File: config.mk
export PLATFORM = sky130hd
export DESIGN_NAME = backlight_dawn_dusk_fader_unit
export DESIGN_NICKNAME = d
export VERILOG_FILES = /design/src/rtl/core/bdf_pkg.sv /design/src/rtl/core/bdf_serial_mult.sv /design/src/rtl/core/bdf_serial_div.sv /design/src/rtl/core/bdf_serial_sqrt.sv /design/src/rtl/core/backlight_dawn_dusk_fader_unit.sv
export SDC_FILE = /design/constraint.sdc
export NUM_CORES = 1
export LEC_CHECK = 0
export BUFFER_PORTS_ARGS = -buffer_cell sky130_fd_sc_hd__buf_4
export CORE_AREA = 8 8 266 268
export DETAILED_ROUTE_END_ITERATION = 8
export DIE_AREA = 0 0 274 276
export PLACE_DENSITY = 0.51
export SLEW_MARGIN = 30
export SYNTH_ARGS = -nofsm -noshare
export SYNTH_HDL_FRONTEND = slang
export SYNTH_SLANG_ARGS = --single-unit
File: constraint.sdc
create_clock -name clk_i -period 6.46 [get_ports clk_i]
set_clock_uncertainty 0.1 [all_clocks]
set_input_delay 1.615 -clock clk_i [delete_from_list [all_inputs] [get_ports clk_i]]
set_output_delay 1.615 -clock clk_i [all_outputs]
set_load 0.1 [all_outputs]
File: src/rtl/core/bdf_pkg.sv
package bdf_pkg;

  // Field and datapath widths.
  localparam int unsigned DUTY_W  = 8;
  localparam int unsigned FADE_W  = 16;
  localparam int unsigned TIME_W  = 32;
  localparam int unsigned MIN_W   = 11;
  localparam int unsigned RAMP_W  = 7;
  localparam int unsigned DIV_W   = 16;
  localparam int unsigned MUL_W   = 8;
  localparam int unsigned ROOT_W  = DIV_W / 2;
  localparam int unsigned CNT_W   = 5;

  // Iteration counts of the serial units.
  localparam logic [CNT_W-1:0] MUL_ITERS       = 5'd8;
  localparam logic [CNT_W-1:0] SQRT_ITERS      = 5'd8;
  localparam logic [CNT_W-1:0] DIV_ITERS_RAMP  = 5'd16;
  localparam logic [CNT_W-1:0] DIV_ITERS_STEP  = 5'd8;

  // Timing constants.
  localparam logic [TIME_W-1:0] FRESH_LIMIT_MS = 32'd3000;
  localparam logic [TIME_W-1:0] STEP_PERIOD_MS = 32'd20;

  // Local clock, in hours and in minutes after midnight.
  localparam logic [5:0]       TZ_SHIFT_UP   = 6'd18;
  localparam logic [5:0]       HOURS_PER_DAY = 6'd24;
  localparam logic [MIN_W-1:0] DAWN_START    = 11'd300;
  localparam logic [MIN_W-1:0] DAY_START     = 11'd420;
  localparam logic [MIN_W-1:0] DAY_END       = 11'd1080;
  localparam logic [MIN_W-1:0] DUSK_END      = 11'd1200;
  localparam logic [DIV_W-1:0] RAMP_MINUTES  = 16'd120;

  // Reset values.
  localparam logic [DUTY_W-1:0] DAY_LEVEL_RST   = 8'd255;
  localparam logic [DUTY_W-1:0] NIGHT_LEVEL_RST = 8'd0;
  localparam logic [FADE_W-1:0] FADE_TIME_RST   = 16'd800;
  localparam logic [DUTY_W-1:0] DUTY_RST        = 8'd255;

  typedef enum logic [1:0] {
    CFG_DAY_LEVEL   = 2'd0,
    CFG_NIGHT_LEVEL = 2'd1,
    CFG_FADE_TIME   = 2'd2
  } cfg_idx_e;

  typedef enum logic [1:0] {
    MODE_DAY   = 2'd0,
    MODE_NIGHT = 2'd1,
    MODE_AUTO  = 2'd2
  } mode_e;

endpackage

File: src/rtl/core/bdf_serial_mult.sv
module bdf_serial_mult import bdf_pkg::*; (
  input  logic                   clk_i,
  input  logic                   rst_ni,
  input  logic                   start_i,
  input  logic [DIV_W-1:0]       mcand_i,
  input  logic [MUL_W-1:0]       mplier_i,
  output logic [DIV_W+MUL_W-1:0] prod_o,
  output logic                   done_o
);

  logic [DIV_W+MUL_W-1:0] prod_q;
  logic [DIV_W-1:0]       mcand_q;
  logic [CNT_W-1:0]       cnt_q;
  logic                   busy_q;
  logic                   done_q;
  logic [DIV_W:0]         sum_d;

  // Shift-add, one multiplier bit per cycle; the product shifts right under it.
  always_comb begin
    sum_d = {1'b0, prod_q[DIV_W+MUL_W-1:MUL_W]};
    if (prod_q[0]) begin
      sum_d = sum_d + {1'b0, mcand_q};
    end
  end

  always_ff @(posedge clk_i or negedge rst_ni) begin
    if (!rst_ni) begin
      busy_q <= 1'b0;
      done_q <= 1'b0;
      cnt_q  <= '0;
    end else begin
      done_q <= 1'b0;
      if (start_i) begin
        busy_q <= 1'b1;
        cnt_q  <= MUL_ITERS;
      end else if (busy_q) begin
        cnt_q <= cnt_q - 1'b1;
        if (cnt_q == 5'd1) begin
          busy_q <= 1'b0;
          done_q <= 1'b1;
        end
      end
    end
  end

  always_ff @(posedge clk_i) begin
    if (start_i) begin
      mcand_q <= mcand_i;
      prod_q  <= {{DIV_W{1'b0}}, mplier_i};
    end else if (busy_q) begin
      prod_q <= {sum_d, prod_q[MUL_W-1:1]};
    end
  end

  assign prod_o = prod_q;
  assign done_o = done_q;

endmodule

File: src/rtl/core/bdf_serial_div.sv
module bdf_serial_div import bdf_pkg::*; (
  input  logic             clk_i,
  input  logic             rst_ni,
  input  logic             start_i,
  input  logic [DIV_W-1:0] rem_init_i,
  input  logic [DIV_W-1:0] low_i,
  input  logic [DIV_W-1:0] divisor_i,
  input  logic [CNT_W-1:0] iters_i,
  output logic [DIV_W-1:0] quo_o,
  output logic [DIV_W-1:0] rem_o,
  output logic             done_o
);

  logic [DIV_W-1:0] rem_q;
  logic [DIV_W-1:0] low_q;
  logic [DIV_W-1:0] quo_q;
  logic [DIV_W-1:0] div_q;
  logic [CNT_W-1:0] cnt_q;
  logic             busy_q;
  logic             done_q;
  logic [DIV_W:0]   rsh;
  logic [DIV_W:0]   diff;
  logic             ge;

  // Restoring division, one quotient bit per cycle. The partial remainder
  // always stays below the divisor, so the shifted value fits after a trial.
  always_comb begin
    rsh  = {rem_q, low_q[DIV_W-1]};
    diff = rsh - {1'b0, div_q};
    ge   = (rsh >= {1'b0, div_q});
  end

  always_ff @(posedge clk_i or negedge rst_ni) begin
    if (!rst_ni) begin
      busy_q <= 1'b0;
      done_q <= 1'b0;
      cnt_q  <= '0;
    end else begin
      done_q <= 1'b0;
      if (start_i) begin
        busy_q <= 1'b1;
        cnt_q  <= iters_i;
      end else if (busy_q) begin
        cnt_q <= cnt_q - 1'b1;
        if (cnt_q == 5'd1) begin
          busy_q <= 1'b0;
          done_q <= 1'b1;
        end
      end
    end
  end

  always_ff @(posedge clk_i) begin
    if (start_i) begin
      rem_q <= rem_init_i;
      low_q <= low_i;
      div_q <= divisor_i;
      quo_q <= '0;
    end else if (busy_q) begin
      rem_q <= ge ? diff[DIV_W-1:0] : rsh[DIV_W-1:0];
      low_q <= {low_q[DIV_W-2:0], 1'b0};
      quo_q <= {quo_q[DIV_W-2:0], ge};
    end
  end

  assign quo_o  = quo_q;
  assign rem_o  = rem_q;
  assign done_o = done_q;

endmodule

File: src/rtl/core/bdf_serial_sqrt.sv
module bdf_serial_sqrt import bdf_pkg::*; (
  input  logic              clk_i,
  input  logic              rst_ni,
  input  logic              start_i,
  input  logic [DIV_W-1:0]  radicand_i,
  output logic [ROOT_W-1:0] root_o,
  output logic              exact_o,
  output logic              done_o
);

  logic [DIV_W-1:0]  rad_q;
  logic [ROOT_W:0]   rem_q;
  logic [ROOT_W-1:0] root_q;
  logic [CNT_W-1:0]  cnt_q;
  logic              busy_q;
  logic              done_q;
  logic [ROOT_W+2:0] rem_sh;
  logic [ROOT_W+2:0] trial;
  logic [ROOT_W+2:0] sub;
  logic              ge;

  // Digit-by-digit square root, two radicand bits and one root bit per cycle.
  // The remainder never exceeds twice the partial root.
  always_comb begin
    rem_sh = {rem_q, rad_q[DIV_W-1:DIV_W-2]};
    trial  = {1'b0, root_q, 2'b01};
    sub    = rem_sh - trial;
    ge     = (rem_sh >= trial);
  end

  always_ff @(posedge clk_i or negedge rst_ni) begin
    if (!rst_ni) begin
      busy_q <= 1'b0;
      done_q <= 1'b0;
      cnt_q  <= '0;
    end else begin
      done_q <= 1'b0;
      if (start_i) begin
        busy_q <= 1'b1;
        cnt_q  <= SQRT_ITERS;
      end else if (busy_q) begin
        cnt_q <= cnt_q - 1'b1;
        if (cnt_q == 5'd1) begin
          busy_q <= 1'b0;
          done_q <= 1'b1;
        end
      end
    end
  end

  always_ff @(posedge clk_i) begin
    if (start_i) begin
      rad_q  <= radicand_i;
      rem_q  <= '0;
      root_q <= '0;
    end else if (busy_q) begin
      rad_q  <= {rad_q[DIV_W-3:0], 2'b00};
      rem_q  <= ge ? sub[ROOT_W:0] : rem_sh[ROOT_W:0];
      root_q <= {root_q[ROOT_W-2:0], ge};
    end
  end

  assign root_o  = root_q;
  assign exact_o = (rem_q == '0);
  assign done_o  = done_q;

endmodule

File: src/rtl/core/backlight_dawn_dusk_fader_unit.sv
// An input item is captured, decoded in the prepare step, run through the dawn or
// dusk ramp (two multiplies, a divide and a root) when one is needed and through the
// fade step division when a step is due, then handed to the result register, which
// holds it while stalled. One item at a time: the next input transfer waits until
// the sequencer has handed the previous item on to the result register.
// Reset (asynchronous, active low) restores the register defaults.
module backlight_dawn_dusk_fader_unit import bdf_pkg::*; (
  input  logic              clk_i,
  input  logic              rst_ni,

  // Input channel.
  input  logic              in_valid_i,
  output logic              in_stall_o,
  input  logic [TIME_W-1:0] now_ms_i,
  input  logic [1:0]        operation_i,
  input  logic              clock_valid_i,
  input  logic [TIME_W-1:0] clock_stamp_ms_i,
  input  logic [4:0]        utc_hour_i,
  input  logic [5:0]        utc_minute_i,

  // Result channel.
  output logic              out_valid_o,
  input  logic              out_stall_i,
  output logic [DUTY_W-1:0] duty_o,
  output logic [DUTY_W-1:0] target_duty_o,
  output logic              duty_stepped_o,

  // Configuration write channel.
  input  logic              cfg_valid_i,
  output logic              cfg_ready_o,
  input  logic [1:0]        cfg_index_i,
  input  logic [FADE_W-1:0] cfg_data_i
);

  // The sequencer walks one item through the shared serial units. Items that
  // need no ramp skip straight from the prepare step to the fade step.
  typedef enum logic [8:0] {
    S_IDLE = 9'b000000001,
    S_PREP = 9'b000000010,
    S_MUL1 = 9'b000000100,
    S_MUL2 = 9'b000001000,
    S_DIV1 = 9'b000010000,
    S_SQRT = 9'b000100000,
    S_STEP = 9'b001000000,
    S_DIV2 = 9'b010000000,
    S_DONE = 9'b100000000
  } state_e;

  state_e state_q, state_d;

  // Configuration registers.
  logic [DUTY_W-1:0] day_q;
  logic [DUTY_W-1:0] night_q;
  logic [FADE_W-1:0] fade_q;

  // Architectural state.
  logic [DUTY_W-1:0] cur_q;
  logic [DUTY_W-1:0] goal_q;
  logic [TIME_W-1:0] last_q;

  // Captured input item.
  logic [TIME_W-1:0] now_q;
  logic [1:0]        mode_q;
  logic              cvalid_q;
  logic [TIME_W-1:0] stamp_q;
  logic [4:0]        hour_q;
  logic [5:0]        minute_q;

  // Per-item working registers.
  logic [TIME_W-1:0] elapsed_q;
  logic [RAMP_W-1:0] k_q;
  logic              up_q;
  logic              divrem_zero_q;
  logic              step_flag_q;

  // Output register.
  logic              out_valid_q;
  logic [DUTY_W-1:0] out_duty_q;
  logic [DUTY_W-1:0] out_target_q;
  logic              out_stepped_q;

  // Serial unit hookup.
  logic                   mul_start;
  logic [DIV_W-1:0]       mul_mcand;
  logic [MUL_W-1:0]       mul_mplier;
  logic [DIV_W+MUL_W-1:0] mul_prod;
  logic                   mul_done;

  logic             div_start;
  logic [DIV_W-1:0] div_rem_init;
  logic [DIV_W-1:0] div_low;
  logic [DIV_W-1:0] div_divisor;
  logic [CNT_W-1:0] div_iters;
  logic [DIV_W-1:0] div_quo;
  logic [DIV_W-1:0] div_rem;
  logic             div_done;

  logic              sqrt_start;
  logic [ROOT_W-1:0] sqrt_root;
  logic              sqrt_exact;
  logic              sqrt_done;

  // Prepare-step decode.
  logic              fresh;
  logic [TIME_W-1:0] clock_age;
  logic [5:0]        hour_sum;
  logic [5:0]        hour_m1;
  logic [5:0]        hour_loc;
  logic [MIN_W-1:0]  local_min;
  logic [MIN_W-1:0]  k_full;
  logic [DUTY_W-1:0] level_gap;
  logic              level_up;
  logic [DUTY_W-1:0] goal_direct;
  logic              need_ramp;

  // Fade step.
  logic [FADE_W-1:0]       fade_eff;
  logic [FADE_W-1:0]       span;
  logic [FADE_W+DUTY_W-1:0] scaled;
  logic                    want_step;
  logic [DUTY_W-1:0]       step_amt;
  logic [DUTY_W-1:0]       gap;
  logic [DUTY_W-1:0]       next_duty;
  logic [DUTY_W-1:0]       ramp_goal;
  logic                    out_free;

  assign in_stall_o  = (state_q != S_IDLE);
  assign cfg_ready_o = 1'b1;
  assign out_free    = !out_valid_q || !out_stall_i;

  // Clock freshness and local time. Local hour is UTC shifted up by 18 and
  // folded into a day; hours beyond 23 still fold, which takes two subtracts.
  always_comb begin
    clock_age = now_q - stamp_q;
    fresh     = cvalid_q && (stamp_q != '0) && (clock_age < FRESH_LIMIT_MS);
    hour_sum  = {1'b0, hour_q} + TZ_SHIFT_UP;
    hour_m1   = (hour_sum >= HOURS_PER_DAY) ? hour_sum - HOURS_PER_DAY : hour_sum;
    hour_loc  = (hour_m1 >= HOURS_PER_DAY) ? hour_m1 - HOURS_PER_DAY : hour_m1;
    local_min = ({hour_loc[4:0], 6'b000000} - {4'b0000, hour_loc[4:0], 2'b00})
              + {5'b00000, minute_q};
    level_up  = (day_q >= night_q);
    level_gap = level_up ? day_q - night_q : night_q - day_q;
  end

  // Target selection. The ramp minute count is minutes into dawn, or minutes
  // left of dusk, so both ramps grow from the night level toward day.
  always_comb begin
    goal_direct = day_q;
    need_ramp   = 1'b0;
    k_full      = local_min - DAWN_START;
    case (mode_q)
      MODE_DAY:   goal_direct = day_q;
      MODE_NIGHT: goal_direct = night_q;
      default: begin
        if (!fresh) begin
          goal_direct = day_q;
        end else if (local_min < DAWN_START || local_min >= DUSK_END) begin
          goal_direct = night_q;
        end else if (local_min >= DAY_START && local_min < DAY_END) begin
          goal_direct = day_q;
        end else begin
          need_ramp = 1'b1;
          if (local_min >= DAY_START) begin
            k_full = DUSK_END - local_min;
          end
        end
      end
    endcase
  end

  // The ramp offset is isqrt(gap*gap*k / 120). Going down from night toward
  // a darker day, the offset rounds up unless the division and root are exact.
  always_comb begin
    if (up_q) begin
      ramp_goal = night_q + sqrt_root;
    end else begin
      ramp_goal = night_q - sqrt_root - {7'b0000000, !(sqrt_exact && divrem_zero_q)};
    end
  end

  // Fade step size: min(elapsed, fade) * 255 / fade, at least one. The scaled
  // span is below 256 times the fade time, so the upper bits preload the
  // divider and only eight quotient bits remain.
  always_comb begin
    fade_eff  = (fade_q == '0) ? 16'd1 : fade_q;
    span      = (elapsed_q < {16'h0000, fade_eff}) ? elapsed_q[FADE_W-1:0] : fade_eff;
    scaled    = {span, 8'h00} - {8'h00, span};
    want_step = (cur_q != goal_q) && (elapsed_q >= STEP_PERIOD_MS);
    step_amt  = (div_quo[DUTY_W-1:0] == '0) ? 8'd1 : div_quo[DUTY_W-1:0];
    if (cur_q < goal_q) begin
      gap       = goal_q - cur_q;
      next_duty = (gap <= step_amt) ? goal_q : cur_q + step_amt;
    end else begin
      gap       = cur_q - goal_q;
      next_duty = (gap <= step_amt) ? goal_q : cur_q - step_amt;
    end
  end

  // Sequencer and operand selection for the shared units.
  always_comb begin
    state_d    = state_q;
    mul_start  = 1'b0;
    mul_mcand  = {8'h00, level_gap};
    mul_mplier = level_gap;
    div_start  = 1'b0;
    sqrt_start = 1'b0;
    if (state_q == S_STEP) begin
      div_rem_init = scaled[FADE_W+DUTY_W-1:DUTY_W];
      div_low      = {scaled[DUTY_W-1:0], 8'h00};
      div_divisor  = fade_eff;
      div_iters    = DIV_ITERS_STEP;
    end else begin
      div_rem_init = {8'h00, mul_prod[DIV_W+MUL_W-1:DIV_W]};
      div_low      = mul_prod[DIV_W-1:0];
      div_divisor  = RAMP_MINUTES;
      div_iters    = DIV_ITERS_RAMP;
    end
    unique case (state_q)
      S_IDLE: begin
        if (in_valid_i) state_d = S_PREP;
      end
      S_PREP: begin
        if (need_ramp) begin
          mul_start = 1'b1;
          state_d   = S_MUL1;
        end else begin
          state_d = S_STEP;
        end
      end
      S_MUL1: begin
        if (mul_done) begin
          mul_start  = 1'b1;
          mul_mcand  = mul_prod[DIV_W-1:0];
          mul_mplier = {1'b0, k_q};
          state_d    = S_MUL2;
        end
      end
      S_MUL2: begin
        if (mul_done) begin
          div_start = 1'b1;
          state_d   = S_DIV1;
        end
      end
      S_DIV1: begin
        if (div_done) begin
          sqrt_start = 1'b1;
          state_d    = S_SQRT;
        end
      end
      S_SQRT: begin
        if (sqrt_done) state_d = S_STEP;
      end
      S_STEP: begin
        if (want_step) begin
          div_start = 1'b1;
          state_d   = S_DIV2;
        end else begin
          state_d = S_DONE;
        end
      end
      S_DIV2: begin
        if (div_done) state_d = S_DONE;
      end
      S_DONE: begin
        if (out_free) state_d = S_IDLE;
      end
      default: state_d = S_IDLE;
    endcase
  end

  // Control and architectural state.
  always_ff @(posedge clk_i or negedge rst_ni) begin
    if (!rst_ni) begin
      state_q     <= S_IDLE;
      day_q       <= DAY_LEVEL_RST;
      night_q     <= NIGHT_LEVEL_RST;
      fade_q      <= FADE_TIME_RST;
      cur_q       <= DUTY_RST;
      goal_q      <= DUTY_RST;
      last_q      <= '0;
      step_flag_q <= 1'b0;
      out_valid_q <= 1'b0;
    end else begin
      state_q <= state_d;

      // A write to an index past the register list is dropped.
      if (cfg_valid_i) begin
        unique case (cfg_index_i)
          CFG_DAY_LEVEL:   day_q   <= cfg_data_i[DUTY_W-1:0];
          CFG_NIGHT_LEVEL: night_q <= cfg_data_i[DUTY_W-1:0];
          CFG_FADE_TIME:   fade_q  <= cfg_data_i;
          default:         ;
        endcase
      end

      if (state_q == S_PREP && !need_ramp) goal_q <= goal_direct;
      if (state_q == S_SQRT && sqrt_done) goal_q <= ramp_goal;

      if (state_q == S_STEP) begin
        step_flag_q <= 1'b0;
        // At the target the step timer keeps restarting.
        if (cur_q == goal_q) last_q <= now_q;
      end

      if (state_q == S_DIV2 && div_done) begin
        cur_q       <= next_duty;
        last_q      <= now_q;
        step_flag_q <= 1'b1;
      end

      // The output register frees the input side while a result waits.
      if (state_q == S_DONE && out_free) begin
        out_valid_q <= 1'b1;
      end else if (!out_stall_i) begin
        out_valid_q <= 1'b0;
      end
    end
  end

  // Payload registers.
  always_ff @(posedge clk_i) begin
    if (state_q == S_IDLE && in_valid_i) begin
      now_q    <= now_ms_i;
      mode_q   <= operation_i;
      cvalid_q <= clock_valid_i;
      stamp_q  <= clock_stamp_ms_i;
      hour_q   <= utc_hour_i;
      minute_q <= utc_minute_i;
    end
    if (state_q == S_PREP) begin
      elapsed_q <= now_q - last_q;
      k_q       <= k_full[RAMP_W-1:0];
      up_q      <= level_up;
    end
    if (state_q == S_DIV1 && div_done) begin
      divrem_zero_q <= (div_rem == '0);
    end
    if (state_q == S_DONE && out_free) begin
      out_duty_q    <= cur_q;
      out_target_q  <= goal_q;
      out_stepped_q <= step_flag_q;
    end
  end

  bdf_serial_mult u_mult (
    .clk_i    (clk_i),
    .rst_ni   (rst_ni),
    .start_i  (mul_start),
    .mcand_i  (mul_mcand),
    .mplier_i (mul_mplier),
    .prod_o   (mul_prod),
    .done_o   (mul_done)
  );

  bdf_serial_div u_div (
    .clk_i      (clk_i),
    .rst_ni     (rst_ni),
    .start_i    (div_start),
    .rem_init_i (div_rem_init),
    .low_i      (div_low),
    .divisor_i  (div_divisor),
    .iters_i    (div_iters),
    .quo_o      (div_quo),
    .rem_o      (div_rem),
    .done_o     (div_done)
  );

  bdf_serial_sqrt u_sqrt (
    .clk_i      (clk_i),
    .rst_ni     (rst_ni),
    .start_i    (sqrt_start),
    .radicand_i (div_quo),
    .root_o     (sqrt_root),
    .exact_o    (sqrt_exact),
    .done_o     (sqrt_done)
  );

  assign out_valid_o    = out_valid_q;
  assign duty_o         = out_duty_q;
  assign target_duty_o  = out_target_q;
  assign duty_stepped_o = out_stepped_q;

`ifndef SYNTHESIS
  // A result only appears when the sequencer hands one over.
  a_out_from_done: assert property (@(posedge clk_i) disable iff (!rst_ni)
    $rose(out_valid_o) |-> $past(state_q == S_DONE))
    else $error("result appeared outside the hand-over step");

  // A completed fade step always moves the duty.
  a_step_moves: assert property (@(posedge clk_i) disable iff (!rst_ni)
    (state_q == S_DIV2 && div_done) |=> (cur_q != $past(cur_q)))
    else $error("fade step left the duty unchanged");

  // At the target no step division is started.
  a_no_step_at_goal: assert property (@(posedge clk_i) disable iff (!rst_ni)
    (state_q == S_STEP && cur_q == goal_q) |=> (state_q == S_DONE))
    else $error("step started although duty is at the target");
`endif

endmodule
* Word level (Yosys, flattened, before mapping)
Index checks and enable logic that the tools add are counted.
Widths: inputs -> output; s select.
** Word-level totals
- Register bits after elaboration :: 385
- Word-level logic and storage cells :: 235
- Output and inout bits :: 20
- Input port bits :: 101
** Cells by class
- Multiplexer cells :: 90
- Order comparisons :: 15
- Reductions and logical operators :: 37
- Equality and inequality tests :: 26
- Add/subtract/negate cells :: 25
** Operator list (count)
- $mux 16 :: 11
- $mux 8 :: 16
- $mux 32 :: 3
- $mux 9 :: 9
- $pmux 9 s9 :: 1
- $sub 32x32->32 :: 2
- $sub 8x8->8 :: 6
- $mux 7 :: 6
- $mux 5 :: 8
- $ge 32x5->1 const B :: 1
- $logic_not 16->1 :: 2
- $lt 32x12->1 const B :: 1
- $lt 32x16->1 :: 1
- $reduce_bool 32->1 :: 1
- $mux 1 :: 31
- $sub 24x16->24 :: 1
- $add 16x16->17 :: 1
- $ge 17x16->1 :: 1
- $mux 17 :: 1
- $add 8x8->8 :: 2
- $le 8x8->1 :: 2
- $pmux 8 s2 :: 1
- $sub 16x16->16 :: 1
- $eq 5x1->1 const B :: 3
- 46 further kinds :: 81

* Depth between registers and ports, before layout
Gate-level depths: netlist of the first run.
- Depth after elaboration :: 17
- Mapped depth :: 21
- Gate-level depth less buffers :: 20

* Modules after synthesis
Synthesis of the first run repeated with hierarchy kept, for this count alone.
** Unflattened totals
- Cell total of the unflattened synthesis :: 2644
- Area total of the unflattened synthesis :: 26270.2 um^2
** By module, submodules not included
- backlight_dawn_dusk_fader_unit :: seq. area each 6396.1 um^2, cells an instance 1852, area an instance 17550.6 um^2, times used 1
- bdf_serial_div :: seq. area each 1936.9 um^2, cells an instance 347, area an instance 3988.8 um^2, times used 1
- bdf_serial_mult :: seq. area each 1216.2 um^2, cells an instance 242, area an instance 2590.0 um^2, times used 1
- bdf_serial_sqrt :: seq. area each 996.0 um^2, cells an instance 203, area an instance 2140.8 um^2, times used 1

* Worst setup path before layout of the first run
Ideal clock, no wire load.
- Path kind :: register -> register
- Start point :: register state_q[3]
- End point :: register cvalid_q, enable pin
- Cell stages (with the launch flop) :: 7
- Setup time :: 0.514 ns
- Path slack :: 0.362 ns
- Required time :: 5.846 ns
- Period minus slack after synthesis :: 6.098 ns
- Data arrival time :: 5.483 ns
- Path buffers :: 1
- Cell sequence :: dfrtp_1 > clkbuf_1 > nor2_1 > nand2_1 > nor4_1 > nand3b_1 > nor2_1
** Between the ends
- Word-level cells in the longest chain between the ends :: 2
** Ends and longest elaborated chain
- from (decl) :: RTL line backlight_dawn_dusk_fader_unit.sv:49 : state_e state_q, state_d;
- from (signal assigned) :: RTL line backlight_dawn_dusk_fader_unit.sv:284 : state_q <= state_d;
- $eq 9x1->1 :: RTL line backlight_dawn_dusk_fader_unit.sv:322 : if (state_q == S_IDLE && in_valid_i) begin
- $logic_and 1x1->1 :: RTL line backlight_dawn_dusk_fader_unit.sv:322
- to (signal assigned) :: RTL line backlight_dawn_dusk_fader_unit.sv:325 : cvalid_q <= clock_valid_i;
- to (decl) :: RTL line backlight_dawn_dusk_fader_unit.sv:64 : logic cvalid_q;
Every way passes these cells.
A chain may end at the register's enable or synchronous reset.

* Worst setup path after layout of the first run
- Start point :: register hour_q[1]
- End point :: register u_mult.mcand_q[13], enable pin
** Between the ends
- Word-level cells in the longest chain between the ends :: 15
- Elaborated cells between the ends (all ways) :: 21
- Classes of those cells :: 5 x add/sub; 6 x order compare; 8 x mux; 2 x reduce/logical
** Ends and longest elaborated chain
- from (decl) :: RTL line backlight_dawn_dusk_fader_unit.sv:66 : logic [4:0] hour_q;
- from (signal assigned) :: RTL line backlight_dawn_dusk_fader_unit.sv:327 : hour_q <= utc_hour_i;
- $add 5x5->6 (*) :: RTL line backlight_dawn_dusk_fader_unit.sv:136 : hour_sum = {1'b0, hour_q} + TZ_SHIFT_UP;
- $sub 6x5->6 / $ge 6x5->1 (equally long branches) :: RTL line backlight_dawn_dusk_fader_unit.sv:137 : hour_m1 = (hour_sum >= HOURS_PER_DAY) ? hour_sum - HOURS_PER_DAY : hour_sum;
- $mux 6 (*) :: RTL line backlight_dawn_dusk_fader_unit.sv:137
- $sub 5x5->5 / $ge 6x5->1 (equally long branches) :: RTL line backlight_dawn_dusk_fader_unit.sv:138 : hour_loc = (hour_m1 >= HOURS_PER_DAY) ? hour_m1 - HOURS_PER_DAY : hour_m1;
- $mux 5 (*) :: RTL line backlight_dawn_dusk_fader_unit.sv:138
- $sub 11x7->11 (*) :: RTL line backlight_dawn_dusk_fader_unit.sv:139 : local_min = ({hour_loc[4:0], 6'b000000} - {4'b0000, hour_loc[4:0], 2'b00})
- $add 11x6->11 (*) :: RTL line backlight_dawn_dusk_fader_unit.sv:140 : + {5'b00000, minute_q};
- $ge 11x9->1 / $lt 11x11->1 (equally long branches) :: RTL line backlight_dawn_dusk_fader_unit.sv:159 : end else if (local_min >= DAY_START && local_min < DAY_END) begin
- $logic_and 1x1->1 :: RTL line backlight_dawn_dusk_fader_unit.sv:159
- $mux 1 :: RTL line backlight_dawn_dusk_fader_unit.sv:159
- $mux 1 (*) :: RTL line backlight_dawn_dusk_fader_unit.sv:157 : end else if (local_min < DAWN_START || local_min >= DUSK_END) begin
- $mux 1 (*) :: RTL line backlight_dawn_dusk_fader_unit.sv:155 : if (!fresh) begin
- $mux 1 (*) :: RTL line backlight_dawn_dusk_fader_unit.sv:151 : case (mode_q)
- $mux 1 (*) :: RTL line backlight_dawn_dusk_fader_unit.sv:223 : if (need_ramp) begin
- $pmux 1 s2 (*) :: RTL line backlight_dawn_dusk_fader_unit.sv:218 : unique case (state_q)
- to (signal assigned) :: RTL line bdf_serial_mult.sv:48 : mcand_q <= mcand_i;
- to (decl) :: RTL line bdf_serial_mult.sv:12 : logic [DIV_W-1:0] mcand_q;
Mark *: on every way between the ends. The rest lies on a longest branch, timed or not.

==> results.ini, run 1 <==
[status]
outcome=completed

[yosys]
syn_avg_cell_area_um2=9.706
synth.yosys.warnings=0
syn_area_um2=25570
yosys_register_bits=385
synth_top_area_cell=edfxtp_1
synth-seq-area-share=0.4123
syn_inst=2635
ys_top_cells_by_area=edfxtp_1 26%, ha_1 11%, dfrtp_1 8.2%, dfxtp_1 3.8%, inv_1 3.6%
syn-num-nets=2970
ys_async_sr_fraction=0.2909
synth_edf_count=224
synthFlopType=edfxtp_1
synth_cell_types=109
netlist.area_leader.share=0.2630

[sta]
hold_viol_final=0
setup_viol=0
tns_ns=0
layout_min_cycle_time_ns=5.268
slew_violations=0
min_period_over_period=0.8154
worst_pin_slew_ns=0.8917
slew-limit-headroom=0.3992
rsz0062_at_grt=no
fmax_ghz=0.1898
hold_ws_ns=0.4152

[power]
power.density_nw_per_um2=431.3
combPwrFrac=0.471
netSwitchingFraction=0.4047
pwr-share-clk=0.219
vdd_drop_max_mv=0.2559
p_int_w=0.007453
pwr-share-seq=0.310
power_switching_w=0.005067
p_leak_nw=11.93
power_w=0.01252

[routing]
routedWlPerCell_um=18.86
detail_route.first_pass.iterations=5
wl_met2_mm=33.02
drcViolationCount=0
postRouteAntennaNets=0
drt_iter0_drc=1326
dr.max_layer_used=met4
wl_met3_mm=2.448
drt_wl_total_mm=68.89
vias=19510
met1_length_mm=31.83
vias_per_cell=5.342

[flow_run]
drv_cap=0

[clock_network]
htree_levels=2
clkLatencyLatePin_ns=0.59
cts_buffers=48
cts_setup_buffers=0
clockBufferDepth=3
cts_resized=0
cts_root_buffer=clkbuf_16
clk_pin_slew_ns=0.06
cts_tree=yes
holdBufCountCts=0
clock_sinks=385

[global_route]
grt_start_max_net_pins=63
grt_pass1_wl_mm=109.1
grt_use_total=0.1778
grt_pass1_vias=19600
grt_overflow=0
grt_antenna_before_repair=0

[place]
dp_cells=3562
placed_cell_area_um2=27420
gp_congestion=0.9097
portBuffers=119
dp_hpwl_mm=53.27

[final_layout]
diodes=0
areaGrowthSynthToFinish_pct=13.51
fin_cells=3652
nets=3074
drive_gt1_frac=0.1274
postLayoutCellArea_um2=29030

[die]
die-area_um2=75620
start_util=0.3842
ioPinCount=121
die_w_um=274
coreArea_um2=66560
rows=95
die-height_um=276

[setup_path]
critical_path_required_ns=6.57
cp_slowest_cell=edfxtp_1
crit_family=simple AND/OR/NAND/NOR gates
crit_buf_inv=2
cp_slowest_stage_delay_ns=0.59
cp_cell_sequence=ha_1, nand2b_1, nand2_1, ha_1, and3b_1, or4_4, a31oi_4, nand2_1, a31oi_1, nor2_1, xnor2_1, a41oi_1, nor2_1, nor4b_2, buf_4, or2_1, buf_4
crit_type=flop to flop
start_kind=flop
crit_path_end_kind=flop
crit_fanout=38
arrival_ns=5.38

[min_path]
hold_path.class=flop to flop

==> per-stage QoR <==
| stage | setup slack [ns] | utilization |
|---|---|---|
| CTS | 1.162 | 0.4360 |
| global route | 0.8162 | 0.4361 |
| detailed placement | 1.194 | 0.4119 |
| finish | 1.192 | 0.4361 |
| floorplan | 0.3623 | - |
| global placement | 1.319 | 0.4116 |
==> power by group through the flow <==
| stage | Clock [W] | Sequential, W | Combinational [W] |
|---|---|---|---|
| 2_1_floorplan | 0 | 0.00374 | 0.00456 |
| 4_1_cts | 0.00284 | 0.00389 | 0.00591 |
| 5_1_grt | 0.00293 | 0.00395 | 0.00661 |
| 6_report | 0.00275 | 0.00388 | 0.00590 |
| 3_5_place_dp | 0 | 0.00393 | 0.00588 |
| 3_3_place_gp | 0 | 0.00392 | 0.00579 |
==> synth_stat cells (all sizes together) (54+ instances only) <==
master / instances
mux2i: 90
nand2: 228
inv: 243
xnor2: 97
dfrtp: 84
o21ai: 181
nor3: 54
nor2: 200
a21o: 55
clkbuf: 68
ha: 222
a21oi: 141
edfxtp: 224
==> logic make-up after synthesis <==
group           synth area share
simple gates              0.1436
buf+inv                  0.04990
flops                     0.4123
xor+xnor                 0.05166
mux                      0.05386
other cells            0.0001466
fa+ha+maj                 0.1184
compound gates            0.1701
==> worst paths after layout <==
| check | start | to | slack (ns) | depth (start not counted) |
|---|---|---|---|---|
| min in group asynchronous | rst_ni | last_q[16]$_DFFE_PN0P_ | 1.02 | 1 |
| worst max register to register | hour_q[1]$_DFFE_PP_ | u_mult.mcand_q[13]$_SDFFCE_PN0P_ | 1.19 | 17 |
| worst min-delay path | u_div.low_q[8]$_DFFE_PP_ | u_div.low_q[9]$_DFFE_PP_ | 0.42 | 2 |
| worst min register to register | u_div.low_q[8]$_DFFE_PP_ | u_div.low_q[9]$_DFFE_PP_ | 0.42 | 2 |
| max in group asynchronous | rst_ni | u_sqrt.busy_q$_DFF_PN0_ | 4.10 | 2 |
| worst max-delay path | hour_q[1]$_DFFE_PP_ | u_mult.mcand_q[13]$_SDFFCE_PN0P_ | 1.19 | 17 |
==> worst min-delay path: stages, from the launching register on <==
cell and delay (ns):
edfxtp_1 0.32, nand2_1 0.05, nand2_1 0.05
==> final cells by class <==
type	count	area (µm²)
clock inverters	26	266.5
repair buffers	139	1044
multi-input cells	1922	13830
fillers	6451	37530
inverters	243	912.1
well taps	873	1092
clock buffers	64	1343
flip-flops and latches	385	10550
==> per-layer routing <==
layer	global-route usage	up-vias
li1	-	9714
met1	0.2368	9333
met2	0.3008	373
met3	0.02365	88
met4	0.04783	0
met5	0	-
==> registers in the layout (all words and copies together), names as in the netlist, 6 cells and up <==
name            cells
stamp_q            32
last_q             32
night_q             8
minute_q            6
u_mult.prod_o      24
u_sqrt.rem_q        9
u_sqrt.root_o       8
goal_q              8
fade_q             16
cur_q               8
u_div.div_q        16
u_div.rem_o        16
state_q             9
u_sqrt.rad_q       16
duty_o              8
u_mult.mcand_q     16
u_div.quo_o        16
day_q               8
k_q                 7
elapsed_q          32
u_div.low_q        16
now_q              32
target_duty_o       8
==> cells in the final DEF (no fill, tap or decap), drive strengths merged, types with 18 or more instances in the layout <==
cell / netlist / routed
nor4: 37 / 37
clkbuf: 68 / 64
a31oi: 19 / 19
a21oi: 141 / 141
nor2: 200 / 200
nand2b: 25 / 25
nand2: 228 / 228
o31ai: 20 / 20
inv: 243 / 245
edfxtp: 224 / 224
nor3: 54 / 54
ha: 222 / 222
o211ai: 20 / 20
dfxtp: 49 / 49
a21o: 55 / 55
a211oi: 38 / 38
o21ai: 181 / 181
and2: 33 / 33
mux2i: 90 / 90
buf: 17 / 139
xor2: 53 / 53
dfstp: 28 / 28
o22ai: 18 / 18
nand4: 27 / 27
nor2b: 19 / 19
mux2: 42 / 42
dfrtp: 84 / 84
xnor2: 97 / 97
o21bai: 21 / 21
o21a: 28 / 28
nand3: 47 / 47
No activity file was read; power rests on OpenSTA's default activity.
==> inputs of run 2 (changes only) <==
PLACE_DENSITY = 0.53   (was 0.51)
clock period = 4.3 ns   (was 6.46 ns; I/O delays follow)
==> results.ini, run 2 (same netlist as run 1, synthesis figures left out) <==
[sta]
min_period_over_period=0.9680  ; +0.1526
slew_violations=0  ; unchanged
fmax_ghz=0.2402  ; +27%
setup_viol=0  ; unchanged
tns_ns=0  ; unchanged
rsz0062_at_grt=yes
layout_min_cycle_time_ns=4.162  ; -1.105 ns
hold_viol_final=0  ; unchanged
worst_pin_slew_ns=0.8948  ; +0.003062 ns
slew-limit-headroom=0.4017  ; +0.002438

[min_path]
min_path_cells=2  ; unchanged
hold_path.class=flop to flop
worstHoldStart=u_div.quo_o[15]$_SDFFE_PP0P_
hold_path_end=u_div.quo_o[15]$_SDFFE_PP0P_

[place]
dp_hpwl_mm=54.97  ; +3.2%
gp_congestion=0.9085  ; -0.13%
portBuffers=119  ; unchanged

[final_layout]
drive_gt1_frac=0.2112  ; +0.08380
final_cell_mix=319 x buf_4, 243 x inv_1, 224 x edfxtp_1
fill_cells=6292  ; -2.5%
areaGrowthSynthToFinish_pct=21.47
diodes=0  ; unchanged
nets=3265  ; +6.2%
layout_commonest_cell=buf_4
final_util=0.4667  ; +0.03060

[global_route]
grt_pass1_vias=20330  ; +3.7%
grt_pass1_wl_mm=110.8  ; +1.6%
grt_start_max_net_pins=59  ; -6.3%
grt_antenna_before_repair=0  ; unchanged
grt_use_total=0.1798  ; +0.001997
grt_overflow=0  ; unchanged

[setup_path]
start_kind=flop
timing.rr.start=now_q[5]$_DFFE_PP_
arrival_ns=4.38  ; -1.00 ns
crit_path_end_kind=flop
cp_cell_sequence=ha_1, nand2_1, a2bb2oi_2, buf_4, o21a_1, o21ai_4, a2111oi_4, buf_4, or3_4, a2111oi_4, o2111a_1, nand2_1, or3b_4, mux2i_1, xor2_1
crit_cells=15  ; -2
crit_type=flop to flop
cp-startpoint=now_q[5]$_DFFE_PP_
crit_buf_inv=2  ; unchanged
r2r_cells=15  ; -2
critical_path_required_ns=4.52  ; -2.05 ns
r2r_slack_ns=0.14  ; -1.05 ns
crit_fanout=6  ; -84%
r2r-end=k_q[5]$_DFFE_PN_
crit_family=compound AO/OA/AOI/OAI gates
cp_slowest_stage_delay_ns=0.44  ; -0.15 ns
cp_slowest_cell=edfxtp_1

[die]
start_util=0.3842  ; unchanged
coreArea_um2=66560  ; unchanged
rows=95  ; unchanged
ioPinCount=121  ; unchanged
die-area_um2=75620  ; unchanged
die-height_um=276  ; unchanged
die_w_um=274  ; unchanged

[routing]
drcViolationCount=0  ; unchanged
vias=20170  ; +3.4%
drt_wl_total_mm=70.33  ; +2.1%
drt_iter0_drc=1220  ; -8.0%
postRouteAntennaNets=0  ; unchanged
routedWlPerCell_um=18.30  ; -3.0%
detail_route.first_pass.iterations=5  ; unchanged
vias_per_cell=5.250  ; -1.7%

[power]
power.density_nw_per_um2=643.0  ; +49%
pwr-share-clk=0.201  ; -0.018
p_int_w=0.01195  ; +60%
combPwrFrac=0.512  ; +0.041
netSwitchingFraction=0.4020  ; -0.002732
pwr-share-seq=0.287  ; -0.023
vdd_drop_max_mv=0.4126  ; +61%
power_switching_w=0.008029  ; +58%
p_leak_nw=12.96  ; +8.6%

[clock_network]
clkLatencyLatePin_ns=0.60  ; about the same
clockBufferDepth=3  ; unchanged
cts_root_buffer=clkbuf_16
cts_tree=yes
htree_levels=2  ; unchanged
cts_buffers=47  ; -2.1%
clk_pin_slew_ns=0.06  ; about the same
clock_sinks=385  ; unchanged

[flow_run]
drv_cap=0  ; unchanged

[status]
outcome=completed

-- run 2: cell count changes in the layout (fill, tap and decap cells not counted), sizes merged --
| cell | delta |
|---|---|
| bufinv | -2 |
| clkinv | +1 |
| buf | +191 |
| clkinvlp | +1 |
| inv | -1 |
-- run 2: worst max path at each step --
stage	end
3_5_place_dp	u_div.rem_o[12]$_DFFE_PP_
2_1_floorplan	u_div.rem_o[10]$_DFFE_PP_
4_1_cts	u_div.rem_o[12]$_DFFE_PP_
5_1_grt	u_div.rem_o[12]$_DFFE_PP_
3_3_place_gp	u_div.rem_o[12]$_DFFE_PP_
6_report	k_q[5]$_DFFE_PN_
-- run 2: final cells by class --
type                            instances  area (µm²)  share of cell area
Inverter                              243       912.1             0.02936
Multi-Input combinational cell       1922       14360              0.4622
Timing Repair Buffer                  331        2587             0.08329
Clock inverter                         25       251.5            0.008095
Clock buffer                           63        1318             0.04241
Sequential cell                       385       10550              0.3395
Tap cell                              873        1092             0.03516
-- run 2: timing repair --
action / 4_1_cts / 5_1_grt
setup buffers: 0 / 17
gates cloned: 0 / 2
endpoints found under the setup margin: 43 / 86
gates resized for setup: 7 / 102
hold buffers: 0 / 0
pin swaps: 0 / 33
-- run 2: metal layers --
| layer | up-vias | GRT usage | share of wire |
|---|---|---|---|
| li1 | 10080 | - | - |
| met1 | 9637 | 0.2379 | 0.46 |
| met2 | 351 | 0.3056 | 0.48 |
| met3 | 104 | 0.02555 | 0.032 |
| met4 | 0 | 0.04675 | 0.024 |
| met5 | - | 0 | 0 |
-- run 2: through the flow --
step | std cells | hold WS [ns] | power (W) | setup slack, ns | instance area [µm²]
after detailed placement | 3734 | 0.3805 | 0.01550 | -0.2533 | 28770
after global placement | 3734 | 0.3750 | 0.01535 | -0.2716 | 28760
after CTS | 3822 | 0.3979 | 0.01965 | -0.01400 | 30370
final | 3842 | 0.3916 | 0.01997 | 0.1375 | 31070
after global routing | 3842 | 0.4276 | 0.02149 | -0.07869 | 31070
after floorplan | 2635 | 0.3256 | 0.01246 | 0.006700 | 25610
-- run 2: worst reg2reg max path, cell delays in order, from the launching register on --
cell,delay (ns)
edfxtp_1,0.44
ha_1,0.40
nand2_1,0.09
a2bb2oi_2,0.14
buf_4,0.14
o21a_1,0.16
o21ai_4,0.25
a2111oi_4,0.13
buf_4,0.17
or3_4,0.39
a2111oi_4,0.34
o2111a_1,0.28
nand2_1,0.11
or3b_4,0.44
mux2i_1,0.16
xor2_1,0.16
-- run 2: power by group through the flow --
stage          sequential, W  clock, W  combinational [W]
2_1_floorplan        0.00560         0            0.00686
3_3_place_gp         0.00577         0            0.00957
3_5_place_dp         0.00580         0            0.00970
4_1_cts              0.00574   0.00414            0.00977
5_1_grt              0.00584   0.00430             0.0113
6_report             0.00574   0.00402             0.0102
